**src/rtl/dtm_pkg.sv**
```systemverilog
package dtm_pkg;

  localparam int unsigned DutyW   = 8;
  localparam int unsigned ValueW  = 9;
  localparam int unsigned OpW     = 2;
  localparam int unsigned CfgIdxW = 2;

  typedef enum logic [OpW-1:0] {
    OP_SET_SPEED = 2'd0,
    OP_SET_TURN  = 2'd1,
    OP_TICK      = 2'd2
  } opcode_t;

  typedef enum logic [CfgIdxW-1:0] {
    REG_DEADBAND_LOW  = 2'd0,
    REG_DEADBAND_HIGH = 2'd1,
    REG_SLOW_FWD_LIM  = 2'd2,
    REG_FAST_REV_LIM  = 2'd3
  } cfg_reg_t;

  localparam logic [DutyW-1:0] DeadbandLowReset  = 8'h76;
  localparam logic [DutyW-1:0] DeadbandHighReset = 8'h89;
  localparam logic [DutyW-1:0] SlowFwdLimReset   = 8'd64;
  localparam logic [DutyW-1:0] FastRevLimReset   = 8'd191;
  localparam logic [DutyW-1:0] TurnCenter        = 8'd128;
  localparam logic [DutyW-1:0] FullDuty          = 8'hFF;

  // snapshot of everything the mixer needs for one tick
  typedef struct packed {
    logic [DutyW-1:0] speed;
    logic             rev;
    logic [DutyW-1:0] turn;
    logic [DutyW-1:0] db_low;
    logic [DutyW-1:0] db_high;
    logic [DutyW-1:0] slow_lim;
    logic [DutyW-1:0] fast_lim;
  } mix_req_t;

endpackage

```
**src/rtl/differential_drive_turn_mixer_core.sv**
```systemverilog
// Speed/turn mixer for a two-sided drive.
// Input channel (in_valid / in_stall) carries one command word: opcode and
// value. Set-speed and set-turn words only update internal state; a pilot
// tick word produces one output word if a command arrived since the last
// tick, otherwise nothing.
// Output channel (out_valid / out_stall) carries left/right duty and
// direction. Configuration (deadbands, speed limits) is written through
// cfg_write / cfg_index / cfg_data; the user must write it only while the
// block is idle, and the block itself does not enforce this.
// Throughput: one input word per cycle while in_stall is low. An accepted
// tick loads the request register, then its mix loads the output register
// and raises out_valid; the mix is one multiply between those two registers.
// When the receiver stalls, the output word holds; one more tick result can
// wait in the request register, after which in_stall rises until the
// output drains. Speed and turn commands are accepted whenever in_stall is low.
// Reset (rst, synchronous) restores default configuration, zero forward
// speed, centered turn, no pending update and empties both registers.
module differential_drive_turn_mixer_core (
  input  logic                        clk,
  input  logic                        rst,
  input  logic                        in_valid,
  output logic                        in_stall,
  input  logic [dtm_pkg::OpW-1:0]     opcode,
  input  logic [dtm_pkg::ValueW-1:0]  value,
  input  logic                        cfg_write,
  input  logic [dtm_pkg::CfgIdxW-1:0] cfg_index,
  input  logic [dtm_pkg::DutyW-1:0]   cfg_data,
  output logic                        out_valid,
  input  logic                        out_stall,
  output logic [dtm_pkg::DutyW-1:0]   left_duty,
  output logic                        left_reverse,
  output logic [dtm_pkg::DutyW-1:0]   right_duty,
  output logic                        right_reverse
);

  logic              req_valid;
  logic              req_ready;
  dtm_pkg::mix_req_t req;

  dtm_cmd u_cmd (
    .clk       (clk),
    .rst       (rst),
    .in_valid  (in_valid),
    .in_stall  (in_stall),
    .opcode    (opcode),
    .value     (value),
    .cfg_write (cfg_write),
    .cfg_index (cfg_index),
    .cfg_data  (cfg_data),
    .req_ready (req_ready),
    .req_valid (req_valid),
    .req       (req)
  );

  dtm_mix u_mix (
    .clk           (clk),
    .rst           (rst),
    .req_valid     (req_valid),
    .req           (req),
    .req_ready     (req_ready),
    .out_valid     (out_valid),
    .out_stall     (out_stall),
    .left_duty     (left_duty),
    .left_reverse  (left_reverse),
    .right_duty    (right_duty),
    .right_reverse (right_reverse)
  );

endmodule

```
**src/rtl/dtm_cmd.sv**
```systemverilog
module dtm_cmd (
  input  logic                            clk,
  input  logic                            rst,
  input  logic                            in_valid,
  output logic                            in_stall,
  input  logic [dtm_pkg::OpW-1:0]         opcode,
  input  logic [dtm_pkg::ValueW-1:0]      value,
  input  logic                            cfg_write,
  input  logic [dtm_pkg::CfgIdxW-1:0]     cfg_index,
  input  logic [dtm_pkg::DutyW-1:0]       cfg_data,
  input  logic                            req_ready,
  output logic                            req_valid,
  output dtm_pkg::mix_req_t               req
);

  logic [dtm_pkg::DutyW-1:0] speed;
  logic                      gen_rev;
  logic [dtm_pkg::DutyW-1:0] turn;
  logic                      pending;
  logic [dtm_pkg::DutyW-1:0] db_low;
  logic [dtm_pkg::DutyW-1:0] db_high;
  logic [dtm_pkg::DutyW-1:0] slow_lim;
  logic [dtm_pkg::DutyW-1:0] fast_lim;
  logic                      accept;
  logic                      tick_fire;
  dtm_pkg::opcode_t          op;

  assign op        = dtm_pkg::opcode_t'(opcode);
  assign in_stall  = req_valid && !req_ready;
  assign accept    = in_valid && !in_stall;
  assign tick_fire = accept && (op == dtm_pkg::OP_TICK) && pending;

  always_ff @(posedge clk) begin
    if (rst) begin
      db_low   <= dtm_pkg::DeadbandLowReset;
      db_high  <= dtm_pkg::DeadbandHighReset;
      slow_lim <= dtm_pkg::SlowFwdLimReset;
      fast_lim <= dtm_pkg::FastRevLimReset;
    end else if (cfg_write) begin
      case (dtm_pkg::cfg_reg_t'(cfg_index))
        dtm_pkg::REG_DEADBAND_LOW:  db_low   <= cfg_data;
        dtm_pkg::REG_DEADBAND_HIGH: db_high  <= cfg_data;
        dtm_pkg::REG_SLOW_FWD_LIM:  slow_lim <= cfg_data;
        dtm_pkg::REG_FAST_REV_LIM:  fast_lim <= cfg_data;
        default: ;
      endcase
    end
  end

  always_ff @(posedge clk) begin
    if (rst) begin
      speed   <= '0;
      gen_rev <= 1'b0;
      turn    <= dtm_pkg::TurnCenter;
      pending <= 1'b0;
    end else if (accept) begin
      case (op)
        dtm_pkg::OP_SET_SPEED: begin
          // bit 8 set: forward; clear: reverse with inverted magnitude
          gen_rev <= !value[dtm_pkg::ValueW-1];
          speed   <= value[dtm_pkg::ValueW-1] ? value[dtm_pkg::DutyW-1:0]
                                              : ~value[dtm_pkg::DutyW-1:0];
          pending <= 1'b1;
        end
        dtm_pkg::OP_SET_TURN: begin
          turn    <= (value[dtm_pkg::DutyW-1:0] == '0) ? dtm_pkg::DutyW'(1)
                                                       : value[dtm_pkg::DutyW-1:0];
          pending <= 1'b1;
        end
        dtm_pkg::OP_TICK: begin
          pending <= 1'b0;
        end
        default: ;
      endcase
    end
  end

  always_ff @(posedge clk) begin
    if (rst) begin
      req_valid <= 1'b0;
    end else if (tick_fire) begin
      req_valid <= 1'b1;
    end else if (req_ready) begin
      req_valid <= 1'b0;
    end
  end

  always_ff @(posedge clk) begin
    if (tick_fire) begin
      req.speed    <= speed;
      req.rev      <= gen_rev;
      req.turn     <= turn;
      req.db_low   <= db_low;
      req.db_high  <= db_high;
      req.slow_lim <= slow_lim;
      req.fast_lim <= fast_lim;
    end
  end

  a_tick_loads: assert property (@(posedge clk) disable iff (rst)
    tick_fire |=> req_valid && !pending)
    else $error("tick with pending command did not issue a mix request");

  a_stall_only_when_full: assert property (@(posedge clk) disable iff (rst)
    in_stall |-> req_valid)
    else $error("input stalled with empty request stage");

  a_turn_nonzero: assert property (@(posedge clk) disable iff (rst)
    turn != '0)
    else $error("stored turn setting is zero");

endmodule

```
**src/rtl/dtm_mix.sv**
```systemverilog
module dtm_mix (
  input  logic                      clk,
  input  logic                      rst,
  input  logic                      req_valid,
  input  dtm_pkg::mix_req_t         req,
  output logic                      req_ready,
  output logic                      out_valid,
  input  logic                      out_stall,
  output logic [dtm_pkg::DutyW-1:0] left_duty,
  output logic                      left_reverse,
  output logic [dtm_pkg::DutyW-1:0] right_duty,
  output logic                      right_reverse
);

  localparam int unsigned FW   = dtm_pkg::DutyW + 1;   // signed turn fraction
  localparam int unsigned MW   = dtm_pkg::DutyW + 1;   // multiplier factor, up to 382
  localparam int unsigned PW   = dtm_pkg::DutyW + MW;
  localparam int unsigned Frac = 7;                     // 1/128 units

  logic                       turn_right;
  logic                       turn_left;
  logic                       slow;
  logic signed [FW-1:0]       frac;
  logic signed [FW:0]         lin;
  logic [MW-1:0]              factor;
  logic [dtm_pkg::DutyW-1:0]  mult_a;
  logic [PW-1:0]              prod;
  logic [PW-Frac-1:0]         quo;
  logic [dtm_pkg::DutyW-1:0]  inner;
  logic [dtm_pkg::DutyW-1:0]  outer;
  logic                       inner_flip;
  logic [dtm_pkg::DutyW-1:0]  l_duty_next;
  logic [dtm_pkg::DutyW-1:0]  r_duty_next;
  logic                       l_rev_next;
  logic                       r_rev_next;

  assign req_ready = !out_valid || !out_stall;

  always_comb begin
    turn_right = req.turn > req.db_high;
    turn_left  = !turn_right && (req.turn < req.db_low);
    slow = (!req.rev && (req.speed < req.slow_lim)) ||
           ( req.rev && (req.speed > req.fast_lim));
    if (turn_right) begin
      frac = $signed({1'b0, req.turn}) - $signed({1'b0, dtm_pkg::TurnCenter});
    end else begin
      frac = $signed({1'b0, dtm_pkg::TurnCenter}) - $signed({1'b0, req.turn});
    end
    // 128 - 2f stays within -126..382 for any stored turn setting
    lin = $signed({2'b00, dtm_pkg::TurnCenter}) - ($signed({frac[FW-1], frac}) <<< 1);
    if (slow) begin
      mult_a = req.speed;
      if (frac > $signed(FW'(64))) begin
        factor     = MW'(frac - $signed(FW'(64)));
        inner_flip = 1'b1;
      end else begin
        factor     = lin[MW-1:0];
        inner_flip = 1'b0;
      end
    end else begin
      mult_a     = dtm_pkg::FullDuty;
      factor     = (frac > $signed(FW'(0))) ? MW'(frac) : '0;
      inner_flip = 1'b1;
    end
    prod  = PW'(mult_a) * PW'(factor);
    quo   = prod[PW-1:Frac];
    inner = (quo > (PW-Frac)'(dtm_pkg::FullDuty)) ? dtm_pkg::FullDuty
                                                  : quo[dtm_pkg::DutyW-1:0];
    outer = slow ? req.speed : inner;

    l_duty_next = req.speed;
    r_duty_next = req.speed;
    l_rev_next  = req.rev;
    r_rev_next  = req.rev;
    if (turn_right) begin
      r_duty_next = inner;
      l_duty_next = outer;
      r_rev_next  = req.rev ^ inner_flip;
    end else if (turn_left) begin
      l_duty_next = inner;
      r_duty_next = outer;
      l_rev_next  = req.rev ^ inner_flip;
    end
  end

  always_ff @(posedge clk) begin
    if (rst) begin
      out_valid <= 1'b0;
    end else if (req_ready) begin
      out_valid <= req_valid;
    end
  end

  always_ff @(posedge clk) begin
    if (req_ready && req_valid) begin
      left_duty     <= l_duty_next;
      left_reverse  <= l_rev_next;
      right_duty    <= r_duty_next;
      right_reverse <= r_rev_next;
    end
  end

  a_req_to_out: assert property (@(posedge clk) disable iff (rst)
    req_valid && req_ready |=> out_valid)
    else $error("accepted mix request produced no output word");

  a_one_side_flipped: assert property (@(posedge clk) disable iff (rst)
    req_valid && req_ready |=> !(left_reverse != $past(req.rev) &&
                                 right_reverse != $past(req.rev)))
    else $error("both sides reversed against commanded direction");

  a_straight_equal: assert property (@(posedge clk) disable iff (rst)
    req_valid && req_ready && !turn_right && !turn_left |=>
      left_duty == right_duty && left_reverse == right_reverse)
    else $error("straight mix gave unequal sides");

endmodule
```
**config.mk**
```make
export PLATFORM = sky130hd
export DESIGN_NAME = differential_drive_turn_mixer_core
export DESIGN_NICKNAME = d
export VERILOG_FILES = /design/src/rtl/dtm_pkg.sv /design/src/rtl/differential_drive_turn_mixer_core.sv /design/src/rtl/dtm_cmd.sv /design/src/rtl/dtm_mix.sv
export SDC_FILE = /design/constraint.sdc
export NUM_CORES = 1
export LEC_CHECK = 0
export ABC_AREA = 0
export BUFFER_PORTS_ARGS = -buffer_cell sky130_fd_sc_hd__buf_2
export CAP_MARGIN = 20
export CORE_ASPECT_RATIO = 1.2
export CORE_MARGIN = 10
export CORE_UTILIZATION = 53
export DETAILED_ROUTE_END_ITERATION = 12
export PLACE_DENSITY = 0.79
export SETUP_SLACK_MARGIN = 0.05
export SLEW_MARGIN = 10
export SYNTH_ARGS = -nofsm -noshare
export SYNTH_HDL_FRONTEND = slang
export SYNTH_SLANG_ARGS = --single-unit
```
**constraint.sdc**
```tcl
create_clock -name clk -period 10.45 [get_ports clk]
set_clock_uncertainty 0.05 [all_clocks]
set_input_delay 1.5675 -clock clk [delete_from_list [all_inputs] [get_ports clk]]
set_output_delay 1.5675 -clock clk [all_outputs]
set_load 0.01 [all_outputs]
```
# Word-level counts from Yosys, hierarchy flattened

Index checks and enable logic that the tools add are counted.

Register bits: 119
Output and inout port bits: 20
Word-level logic and storage cells: 91

Add/sub/neg operators: 4
Multiply operators: 1
$lt $le $gt $ge: 7
Eq/ne operators: 5
Muxes and demuxes: 21
Bitwise gates (word level): 2
Reductions and logical operators: 30

Operators by type and width:

| cell                                                 | number |
|---|---|
| 2-to-1 mux 8 bit                                     | 9 |
| 2-to-1 mux 9 bit                                     | 4 |
| multiplier 8 x 9 -> 17 bit                           | 1 |
| > comparator 8 bit                                   | 2 |
| less-than comparator 8 bit                           | 2 |
| AND reduction 2 bit                                  | 7 |
| > comparator 10 x 8 -> 1 bit (second input constant) | 1 |
| > comparator 9 x 1 -> 1 bit (second input constant)  | 1 |
| > comparator 9 x 8 -> 1 bit (second input constant)  | 1 |
| subtractor 8 x 8 -> 9 bit (first input constant)     | 1 |
| subtractor 8 x 8 -> 9 bit (second input constant)    | 1 |
| subtractor 9 x 8 -> 9 bit (second input constant)    | 1 |
| subtractor 9 bit (first input constant)              | 1 |
| logical AND 1 bit                                    | 8 |
| zero test 8 bit                                      | 1 |
| NOT 8 bit                                            | 1 |
| zero test 1 bit                                      | 7 |
| 2-to-1 mux 1 bit                                     | 7 |
| equality test 2 bit (second input constant)          | 3 |
| equality test 2 x 1 -> 1 bit (second input constant) | 2 |
| zero test 2 bit                                      | 2 |
| nonzero test 2 bit                                   | 2 |
| logical OR 1 bit                                     | 2 |
| one-hot mux 1 bit (2 select lines)                   | 1 |
| 2 further kinds                                      | 2 |

# Logic depth before layout (Yosys ltp)

Gate-level depths: netlist of the first run.

Depth after elaboration: 11
Gate-level depth with buffers: 37
Depth with buffers taken out: 33

# Hierarchy

From an unflattened synthesis of the first run, not the netlist that was laid out.

Cell total of the unflattened synthesis: 841
Area total of the unflattened synthesis: 8339.2 µm²

Modules (own cells, without submodules):

| module  | instances | cells each | area each (µm²) | sequential area each (µm²) |
|---|---|---|---|---|
| dtm_mix | 1         | 566        | 4742.0          | 560.5 |
| dtm_cmd | 1         | 275        | 3597.2          | 2492.4 |

# Worst setup path after synthesis of the first run

Ideal clock, no wire load.

Kind: register -> register
Start point: register u_cmd.req[32] (netlist name)
End point: register u_mix.right_duty[6] (netlist name) (data pin)
Setup time: 265 ps
Arrival time: 7821 ps
Path slack: 2314 ps
Cell stages (with the launch flop): 33
Cells stage by stage: edfxtp_1 > buf_2 > inv_1 > ha_1 > nand4_1 > nor2_2 > a211oi_2 > buf_6 > or4_1 > and2_1 > o21ai_2 > mux2i_1 > nor2_1 > a31oi_1 > nor2_1 > fa_1 > fa_1 > fa_1 > inv_1 > fa_1 > inv_1 > ha_1 > a21o_1 > a21o_1 > a21o_1 > a2111oi_0 > nor3_1 > a21o_2 > o21ai_0 > nor2_2 > a2111oi_4 > buf_6 > a31oi_1

Word-level cells in the longest chain between the ends: 11

Ends and longest elaborated chain:

| element                                                 | RTL line                     | RTL |
|---|---|---|
| subtractor 8 x 8 -> 9 bit, or another cell as far along | dtm_mix.sv:47                | `frac = $signed({1'b0, dtm_pkg::TurnCenter}) - $signed({1'b0, req.turn});` |
| 2-to-1 mux 9 bit                                        | dtm_mix.sv:44                | `if (turn_right) begin` |
| subtractor 9 x 8 -> 9 bit, or another cell as far along | dtm_mix.sv:54                | `factor = MW'(frac - $signed(FW'(64)));` |
| 2-to-1 mux 9 bit, on equally long branches              | dtm_mix.sv:53, dtm_mix.sv:62 |  |
| 2-to-1 mux 9 bit                                        | dtm_mix.sv:51                | `if (slow) begin` |
| multiplier 8 x 9 -> 17 bit                              | dtm_mix.sv:65                | `prod = PW'(mult_a) * PW'(factor);` |
| > comparator 10 x 8 -> 1 bit                            | dtm_mix.sv:67                | `inner = (quo > (PW-Frac)'(dtm_pkg::FullDuty)) ? dtm_pkg::FullDuty` |
| 2-to-1 mux 8 bit                                        | dtm_mix.sv:67                |  |
| 2-to-1 mux 8 bit                                        | dtm_mix.sv:69                | `outer = slow ? req.speed : inner;` |
| 2-to-1 mux 8 bit                                        | dtm_mix.sv:79                | `end else if (turn_left) begin` |
| 2-to-1 mux 8 bit (*)                                    | dtm_mix.sv:75                | `if (turn_right) begin` |
| net u_mix.r_duty_next (one bit)                         | dtm_mix.sv:33                | `logic [dtm_pkg::DutyW-1:0] r_duty_next;` |
| to (signal assigned)                                    | dtm_mix.sv:98                | `right_duty <= r_duty_next;` |
| to (decl)                                               | dtm_mix.sv:11                | `output logic [dtm_pkg::DutyW-1:0] right_duty,` |

Mark *: on every way through the listed nets, which the timed path passes. The rest lies on a longest branch.
A chain may end at the register's enable or synchronous reset.

# Worst setup path in the final report of the first run

Start point: register u_cmd.req[39] (netlist name)
End point: register u_mix.right_duty[7] (netlist name) (data pin)

Word-level cells in the longest chain between the ends: 11

Ends and longest elaborated chain:

| element                                                 | RTL line |
|---|---|
| subtractor 8 x 8 -> 9 bit, or another cell as far along | dtm_mix.sv:47 |
| 2-to-1 mux 9 bit                                        | dtm_mix.sv:44 |
| subtractor 9 x 8 -> 9 bit, or another cell as far along | dtm_mix.sv:54 |
| 2-to-1 mux 9 bit, on equally long branches              | dtm_mix.sv:53, dtm_mix.sv:62 |
| 2-to-1 mux 9 bit                                        | dtm_mix.sv:51 |
| multiplier 8 x 9 -> 17 bit                              | dtm_mix.sv:65 |
| > comparator 10 x 8 -> 1 bit                            | dtm_mix.sv:67 |
| 2-to-1 mux 8 bit                                        | dtm_mix.sv:67 |
| 2-to-1 mux 8 bit                                        | dtm_mix.sv:69 |
| 2-to-1 mux 8 bit                                        | dtm_mix.sv:79 |
| 2-to-1 mux 8 bit (*)                                    | dtm_mix.sv:75 |
| net u_mix.r_duty_next (one bit)                         | dtm_mix.sv:33 |

Marks and branches as above.

==> metrics, run 1 <==
status complete, no violations; Seq/Total Area, Yosys 36.6%; Syn Inst Count 871; core box area 15500 sq um; Placed Area 8680 sq um; VDD IR max 0.144 mV; worst hold endpoint u_cmd.req[26]; CTS clk-pin slew, worst paths 60 ps; Placer Congestion 0.918; DR DRC count 0; vias in the first global route 6531; Via density 5.60; Switching Share 33.3%; Final Hold Viols 0; Total Routed Length 19000 um; slew at the pin closest to its max-slew limit 1080 ps; area leader, netlist edfxtp_1; Final period util 93.2%; Synthesis Warnings 0; Crit-path slowest cell a2111oi_4; HP Start u_cmd.db_low[2]; # setup viols final 0; hold depth 0; htree depth 4; clk_lat worst skew 400 ps; Critical R2R Launch u_cmd.req[39]; worst setup path category reg -> reg; P per Cell Area 172 nW/um^2; Yosys top cell area share 24.2%; worst path required time 10490 ps; Die Ht 157 um; P_sw 526 uW; HPWL Detailed 14200 um; Pint 1050 uW; Initial Util 53.7%; # clock sinks 119; die width 134 um; layout cell share with drive strength beyond 1 12.5%; Area growth syn-to-layout 10.6%; post-route ant nets 0; syn nets 1004; Post-synth EDFFs 67; Final WS setup 711 ps; Pins Over Slew Limit 0; postcts setup bufs 0; Synth Flop Type edfxtp_1; Tmin final 9740 ps; Unique masters post-synth 79; initial antenna violation count 0; CP Capture Type flip-flop; Final Power 1580 uW; r2r setup slk 710 ps; Hold WC Path Type reg -> reg; TritonCTS Buffers 17; DRT Pass-1 Iters 7; Die ar. 21200 sq um; CTS tree yes; asr flop ratio synth 0%; gr usage total 18.4%; root buffer cell clkbuf_16; post-synth design cell area 8330 sq um; nets 1045; PortBufs 45; Setup crit start kind flip-flop; Gate power share 34.3%; Synth area leaders edfxtp_1 24%, dfxtp_1 12%, ha_1 9.9%; initial drt markers 367; worst flop-to-flop path endpoint u_mix.right_duty[7]; Clock power frac 32.2%; Worst path max stage delay 790 ps; IO Pins 46; share of power burned in registers 33.5%; syn_area_per_cell 9.56 sq um; relative slew slack 27.2%; Max Cap Viol 0; Ant. Diodes 0; cell depth of the worst flop-to-flop path 29; Fmax achieved 103 MHz; GR Overflow Total 0; via count 6347; Synth Register Bits 119; largest net degree at the start of global routing 53; RSZ-0062 raised after global routing false; first-pass GRT wire length 31700 um; site row count 50; pre-CTS WS 848 ps; Finished Cell Area 9210 sq um; most frequent CP cell fa_1; crit-path max FO 17; final setup TNS 0 ps; Clock Path Buffers 2; Leakage 0.00402 uW; Routed WL per cell 16.7 um; crit path DAT 9780 ps
[Yosys cell counts, drive strengths merged, types with 10 or more instances]
cell type / instances
a21oi: 55
edfxtp: 67
inv: 87
ha: 66
nand3b: 15
fa: 41
clkbuf: 23
xnor2: 21
nor2: 123
dfxtp: 52
nand3: 17
nor2b: 10
a31oi: 23
nand2: 77
a21o: 14
or2: 11
and3: 14
nor3: 17
o21ai: 16
mux2i: 18
[kinds of logic after synthesis]
kind of cell    Yosys count  synth area share [%]
buf+inv                 117                  6.22
compound gates          158                  13.0
mux                      19                  2.34
simple gates            323                  19.1
xor+xnor                 28                  2.94
flops                   119                  36.6
fa+ha+maj               107                  19.8
[per-stage QoR]
step | std cells | util, % | hold WS [ps]
finish | 1133 | 59.4 | 376
detailed placement | 1101 | 56.0 | 362
floorplan | 871 | - | 351
global placement | 1101 | 56.0 | 355
CTS | 1133 | 59.3 | 378
global route | 1133 | 59.4 | 379
[sequential cells by signal, summed over array words and instances (netlist names)]
name	cells
u_mix.left_reverse	1
u_mix.out_valid	1
u_mix.left_duty	8
u_cmd.req	49
u_mix.right_reverse	1
u_cmd.db_low	8
u_cmd.slow_lim	8
u_cmd.speed	8
u_cmd.db_high	8
u_cmd.req_valid	1
u_cmd.turn	8
u_cmd.fast_lim	8
u_cmd.pending	1
u_mix.right_duty	8
u_cmd.gen_rev	1
[final cells by class]
| type | count | area [sq um] |
|---|---|---|
| clock inverters | 11 | 83.8 |
| fillers | 1320 | 6300 |
| well taps | 208 | 260 |
| flip-flops and latches | 119 | 3050 |
| clock buffers | 21 | 440 |
| inverters | 87 | 327 |
| multi-input cells | 635 | 4770 |
| repair buffers | 52 | 278 |
[per-layer routing]
metal / up-vias / track usage (%) / wire length, um
met5: - / 0 / 0
met1: 3035 / 21.5 / 8120
met4: 0 / 7.84 / 567
li1: 3118 / - / -
met2: 160 / 32.3 / 9620
met3: 34 / 3.51 / 659
[layout by cell type (no fill, tap or decap), types with 3 or more instances in the layout]
cell	netlist	layout
mux2i_1	17	17
ha_1	66	66
nor3b_1	3	3
clkbuf_16	0	17
clkbuf_1	21	4
clkinv_2	0	7
a21oi_1	54	54
o21a_1	3	3
xnor2_1	21	21
nor3_1	16	16
nand3_1	17	17
fa_1	41	41
a31oi_1	22	22
nand2_1	77	77
o211ai_1	5	5
o22ai_1	3	3
and2_1	4	4
o31ai_1	4	4
o21ai_0	13	13
buf_2	1	45
and3_1	12	12
xor2_1	7	7
or2_2	9	9
a211o_1	8	8
buf_4	1	7
a21o_1	12	12
edfxtp_1	67	67
nor2_1	120	120
nand3b_1	15	15
dfxtp_1	52	52
nand4_1	8	8
nand2b_1	8	8
nor2b_1	9	9
a211oi_1	3	3
nor4_1	5	5
inv_1	87	86
[critical path, delay by kind of cell (launching register included)]
family | cells | cell delay [ps]
compound gates | 12 | 3650
mux | 1 | 230
buf+inv | 2 | 100
xor+xnor | 1 | 540
flops | 1 | 610
simple gates | 7 | 1310
fa+ha+maj | 6 | 2910
[how the worst max path moves through the flow]
stage | slack (ps) | endpoint | from | depth (start not counted)
floorplan | 2310 | u_mix.right_duty[6] | u_cmd.req[32] | 32
global placement | 1080 | u_mix.right_duty[6] | u_cmd.req[39] | 29
detailed placement | 850 | u_mix.right_duty[1] | u_cmd.req[39] | 29
CTS | 830 | u_mix.right_duty[1] | u_cmd.req[39] | 29
global route | 60 | u_mix.right_duty[7] | u_cmd.req[39] | 30
finish | 710 | u_mix.right_duty[7] | u_cmd.req[39] | 29
[power groups by stage]
stage	combinational [uW]	clock, uW	sequential [uW]
4_1_cts	538	517	529
3_3_place_gp	520	0	538
3_5_place_dp	530	0	539
5_1_grt	610	539	530
2_1_floorplan	426	0	536
6_report	542	510	530
[what timing repair did]
action	in CTS	in global routing
setup endpoints to repair	0	6
gates resized for setup	0	1
hold buffers	0	0
Note: power is estimated with default switching activity, not from simulation.
==> run 2, diff against run 1 <==
--- a/config.mk
+++ b/config.mk
@@ -6,13 +6,14 @@
 export NUM_CORES = 1
 export LEC_CHECK = 0
 export ABC_AREA = 0
-export BUFFER_PORTS_ARGS = -buffer_cell sky130_fd_sc_hd__buf_2
+export BUFFER_PORTS_ARGS = -buffer_cell sky130_fd_sc_hd__buf_4
 export CAP_MARGIN = 20
 export CORE_ASPECT_RATIO = 1.2
 export CORE_MARGIN = 10
 export CORE_UTILIZATION = 53
 export DETAILED_ROUTE_END_ITERATION = 12
 export PLACE_DENSITY = 0.79
+export RECOVER_POWER = 100
 export SETUP_SLACK_MARGIN = 0.05
 export SLEW_MARGIN = 10
 export SYNTH_ARGS = -nofsm -noshare
==> metrics, run 2 (synthesis gave the netlist of run 1 again) <==
gr usage total 18.9%; cell depth of the worst flop-to-flop path 28; CP bufs+invs 2; Initial Util 53.7%; CP Capture Point u_mix.left_duty[5]; relative slew slack -83.5%; P per Cell Area 180 nW/um^2; Worst path depth 28; Die ar. 21200 sq um; failing checks max-capacitance violations, max-slew violations; IO Pins 46; Via density 5.69; vias in the first global route 6549; Final WS setup 816 ps; nets 1045; Max Cap Viol 3; HPWL Detailed 14200 um; initial drt markers 344; Leakage 0.00399 uW; PortBufs 45; htree depth 4; clk_lat worst skew 410 ps; r2r setup slk 820 ps; # fillers 1319; CTS tree yes; # clock sinks 119; root buffer cell clkbuf_16; area of the multi-input gates 4760 sq um; Crit-path slowest cell a2111oi_4; RSZ-0062 raised after global routing false; die width 134 um; first-pass GRT wire length 32200 um; core box area 15500 sq um; Ant. Diodes 0; GR Overflow Total 0; Final Hold Viols 0; Biggest register u_cmd.req; Placer Congestion 0.916; VDD IR max 0.180 mV; crit-path max FO 17; max FFs per register 49; worst setup path category reg -> reg; postcts setup bufs 0; final setup TNS 0 ps; largest net degree at the start of global routing 53; CTS clk-pin slew, worst paths 50 ps; Total Routed Length 19400 um; critical path launch point u_cmd.req[39]; final core utilization 60.1%; most common cell after layout, fill and taps aside nor2_1; post-route ant nets 0; Fmax achieved 104 MHz; Die Ht 157 um; Clock Path Buffers 2; CP Capture Type flip-flop; # setup viols final 0; Area growth syn-to-layout 11.9%; sequential cell area 3050 sq um; via count 6451; CP top delay family compound AO/OA/AOI/OAI gates; Setup crit start kind flip-flop; site row count 50; worst flop-to-flop path endpoint u_mix.left_duty[5]; Hold WC Path Type reg -> reg; DR DRC count 0; status finished with violations; Tmin final 9630 ps; Routed WL per cell 17.1 um; pre-CTS WS 735 ps; Final period util 92.2%; commonest cells after routing, fill and taps aside 119 x nor2_1, 86 x inv_1, 77 x nand2_1; initial antenna violation count 0; TritonCTS Buffers 17; DRT Pass-1 Iters 5; slew at the pin closest to its max-slew limit 2730 ps; Pins Over Slew Limit 122; layout cell share with drive strength beyond 1 10.1%; non-filler cells, final 1133; worst path required time 10500 ps; Critical R2R Launch u_cmd.req[39]; Cells after DPL 1101; Worst path max stage delay 760 ps; crit path DAT 9680 ps; most frequent CP cell fa_1
[run 2: changes by cell type in the layout (fill, tap and decap cells not counted), moves of 2 or more]
| cell | before | now |
|---|---|---|
| buf_2 | 45 | 0 |
| buf_4 | 7 | 29 |
| bufinv_16 | 1 | 4 |
| clkbuf_1 | 4 | 25 |
| clkinv_2 | 7 | 1 |
| clkinv_4 | 0 | 2 |
| clkinvlp_4 | 2 | 4 |
[run 2: area by class of cell]
cell class                      count  area share, %
Multi-Input combinational cell    635           51.1
Sequential cell                   119           32.8
Clock buffer                       19           4.64
Inverter                           87           3.50
Timing Repair Buffer               52           3.26
Tap cell                          208           2.79
Clock inverter                     13           1.93
[run 2: metal layers]
layer | global-route usage, % | part of all wire [%] | up-vias
met2 | 33.4 | 52 | 184
met4 | 6.95 | 2.4 | 0
met5 | 0 | 0 | -
li1 | - | - | 3105
met1 | 22.3 | 41 | 3128
met3 | 3.38 | 4.5 | 34
[run 2: through the flow]
stage | instance area (sq um) | power, uW | hold WS, ps
3_3_place_gp | 8790 | 1060 | 354
6_report | 9320 | 1670 | 375
2_1_floorplan | 8330 | 962 | 351
3_5_place_dp | 8790 | 1070 | 358
4_1_cts | 9410 | 1670 | 374
5_1_grt | 9320 | 1770 | 379
[run 2: how the worst min path moves through the flow]
stage | startpoint | endpoint | slack [ps] | cells past startpoint
final | u_cmd.db_low[6] | u_cmd.req[30] | 370 | 0
after global routing | u_cmd.db_low[5] | u_cmd.req[29] | 380 | 0
after CTS | u_cmd.db_low[5] | u_cmd.req[29] | 370 | 0
after detailed placement | u_cmd.db_low[5] | u_cmd.req[29] | 360 | 0
after global placement | u_cmd.db_low[4] | u_cmd.req[28] | 350 | 0
after floorplan | u_cmd.db_low[1] | u_cmd.req[25] | 350 | 0
[run 2: report_power, final]
part | switching, uW | leakage (uW) | internal (uW)
Clock | 202 | 0.000284 | 397
Combinational | 330 | 0.00272 | 215
Sequential | 7.84 | 0.000990 | 522
[run 2: timing repair]
action,CTS,global route
hold buffers,0,0
hold endpoints to repair,0,0
resized for setup,0,2
setup endpoints to repair,0,12
==> run 3, diff against run 2 <==
--- a/config.mk
+++ b/config.mk
@@ -10,9 +10,9 @@
 export CAP_MARGIN = 20
 export CORE_ASPECT_RATIO = 1.2
 export CORE_MARGIN = 10
-export CORE_UTILIZATION = 53
+export CORE_UTILIZATION = 45
 export DETAILED_ROUTE_END_ITERATION = 12
-export PLACE_DENSITY = 0.79
+export PLACE_DENSITY = 0.7
 export RECOVER_POWER = 100
 export SETUP_SLACK_MARGIN = 0.05
 export SLEW_MARGIN = 10
==> metrics, run 3 (synthesis gave the netlist of run 1 again) <==
status finished with violations; failing checks max-capacitance violations, max-slew violations; max FFs per register 49; VDD IR max 0.134 mV; Total Routed Length 19300 um; worst path required time 10510 ps; core box area 18200 sq um; Final WS setup 871 ps; DRT Pass-1 Iters 5; Worst path max stage delay 800 ps; first-pass GRT wire length 31900 um; initial antenna violation count 0; CP top delay family compound AO/OA/AOI/OAI gates; Initial Util 45.8%; Routed WL per cell 16.8 um; nets 1044; Die Ht 169 um; CTS resizes 0; RSZ-0062 raised after global routing false; Placed Area 8810 sq um; Pins Over Slew Limit 122; TritonCTS Buffers 17; pre-CTS WS 696 ps; DR DRC count 0; Cells after DPL 1116; Die ar. 24400 sq um; Placer Congestion 0.892; GR Overflow Total 0; Hold WC Path Type reg -> reg; layout cell share with drive strength beyond 1 9.74%; die width 144 um; CP bufs+invs 2; Final Hold Viols 0; largest net degree at the start of global routing 53; gr usage total 16.3%; via count 6318; Crit-path slowest cell a2111oi_4; clk_lat worst skew 410 ps; initial drt markers 391; slew at the pin closest to its max-slew limit 2740 ps; Fmax achieved 104 MHz; CP Capture Type flip-flop; PortBufs 45; Leakage 0.00397 uW; cts hold-fix bufs 0; postcts setup bufs 0; non-filler cells, final 1148; IO Pins 46; most common cell after layout, fill and taps aside nor2_1; post-route ant nets 0; final core utilization 51.0%; P per Cell Area 173 nW/um^2; Ant. Diodes 0; site row count 54; critical path launch point u_cmd.req[39]; Biggest register u_cmd.req; Setup crit start kind flip-flop; commonest cells after routing, fill and taps aside 119 x nor2_1, 86 x inv_1, 77 x nand2_1; Critical R2R Launch u_cmd.req[39]; Via density 5.50; crit-path max FO 17; # setup viols final 0; # clock sinks 119; Final period util 91.7%; Clock Path Buffers 2; htree depth 4; CTS tree yes; HP Start u_cmd.db_low[2]; Tmin final 9580 ps; worst setup path category reg -> reg; vias in the first global route 6299; Area growth syn-to-layout 11.3%; Max Cap Viol 3; crit path DAT 9640 ps; relative slew slack -82.7%; CTS clk-pin slew, worst paths 60 ps; HPWL Detailed 14600 um; Finished Cell Area 9270 sq um; root buffer cell clkbuf_16; most frequent CP cell fa_1; final setup TNS 0 ps
run 3: final cells by class:
type | instances | area [sq um]
Multi-Input combinational cell | 635 | 4770
Clock inverter | 12 | 110
Tap cell | 224 | 280
Clock buffer | 20 | 437
Inverter | 87 | 327
Sequential cell | 119 | 3050
Fill cell | 1648 | 8900
Timing Repair Buffer | 51 | 297
run 3: metal layers:
| layer | GRT usage (%) | routed length, um | vias to the layer above |
|---|---|---|---|
| met5 | 0 | 0 | - |
| met1 | 20.0 | 8460 | 3032 |
| met3 | 3.61 | 757 | 19 |
| li1 | - | - | 3118 |
| met2 | 28.2 | 9870 | 149 |
| met4 | 4.01 | 199 | 0 |
run 3: worst paths after layout:
check / to / slack (ps) / cells after the start
max: u_mix.right_duty[6] / 870 / 28
min: u_cmd.req[26] / 370 / 0
max reg2reg: u_mix.right_duty[6] / 870 / 28
min reg2reg: u_cmd.req[26] / 370 / 0
run 3: power by group:
| group | internal, uW | leakage, uW | switching, uW |
|---|---|---|---|
| Combinational | 214 | 0.00272 | 327 |
| Clock | 345 | 0.000264 | 190 |
| Sequential | 522 | 0.000990 | 7.83 |
run 3: per-stage QoR:
stage	hold WS [ps]	power, uW
final	374	1610
after global routing	382	1710
after global placement	355	1070
after floorplan	351	962
after detailed placement	360	1070
after CTS	375	1610
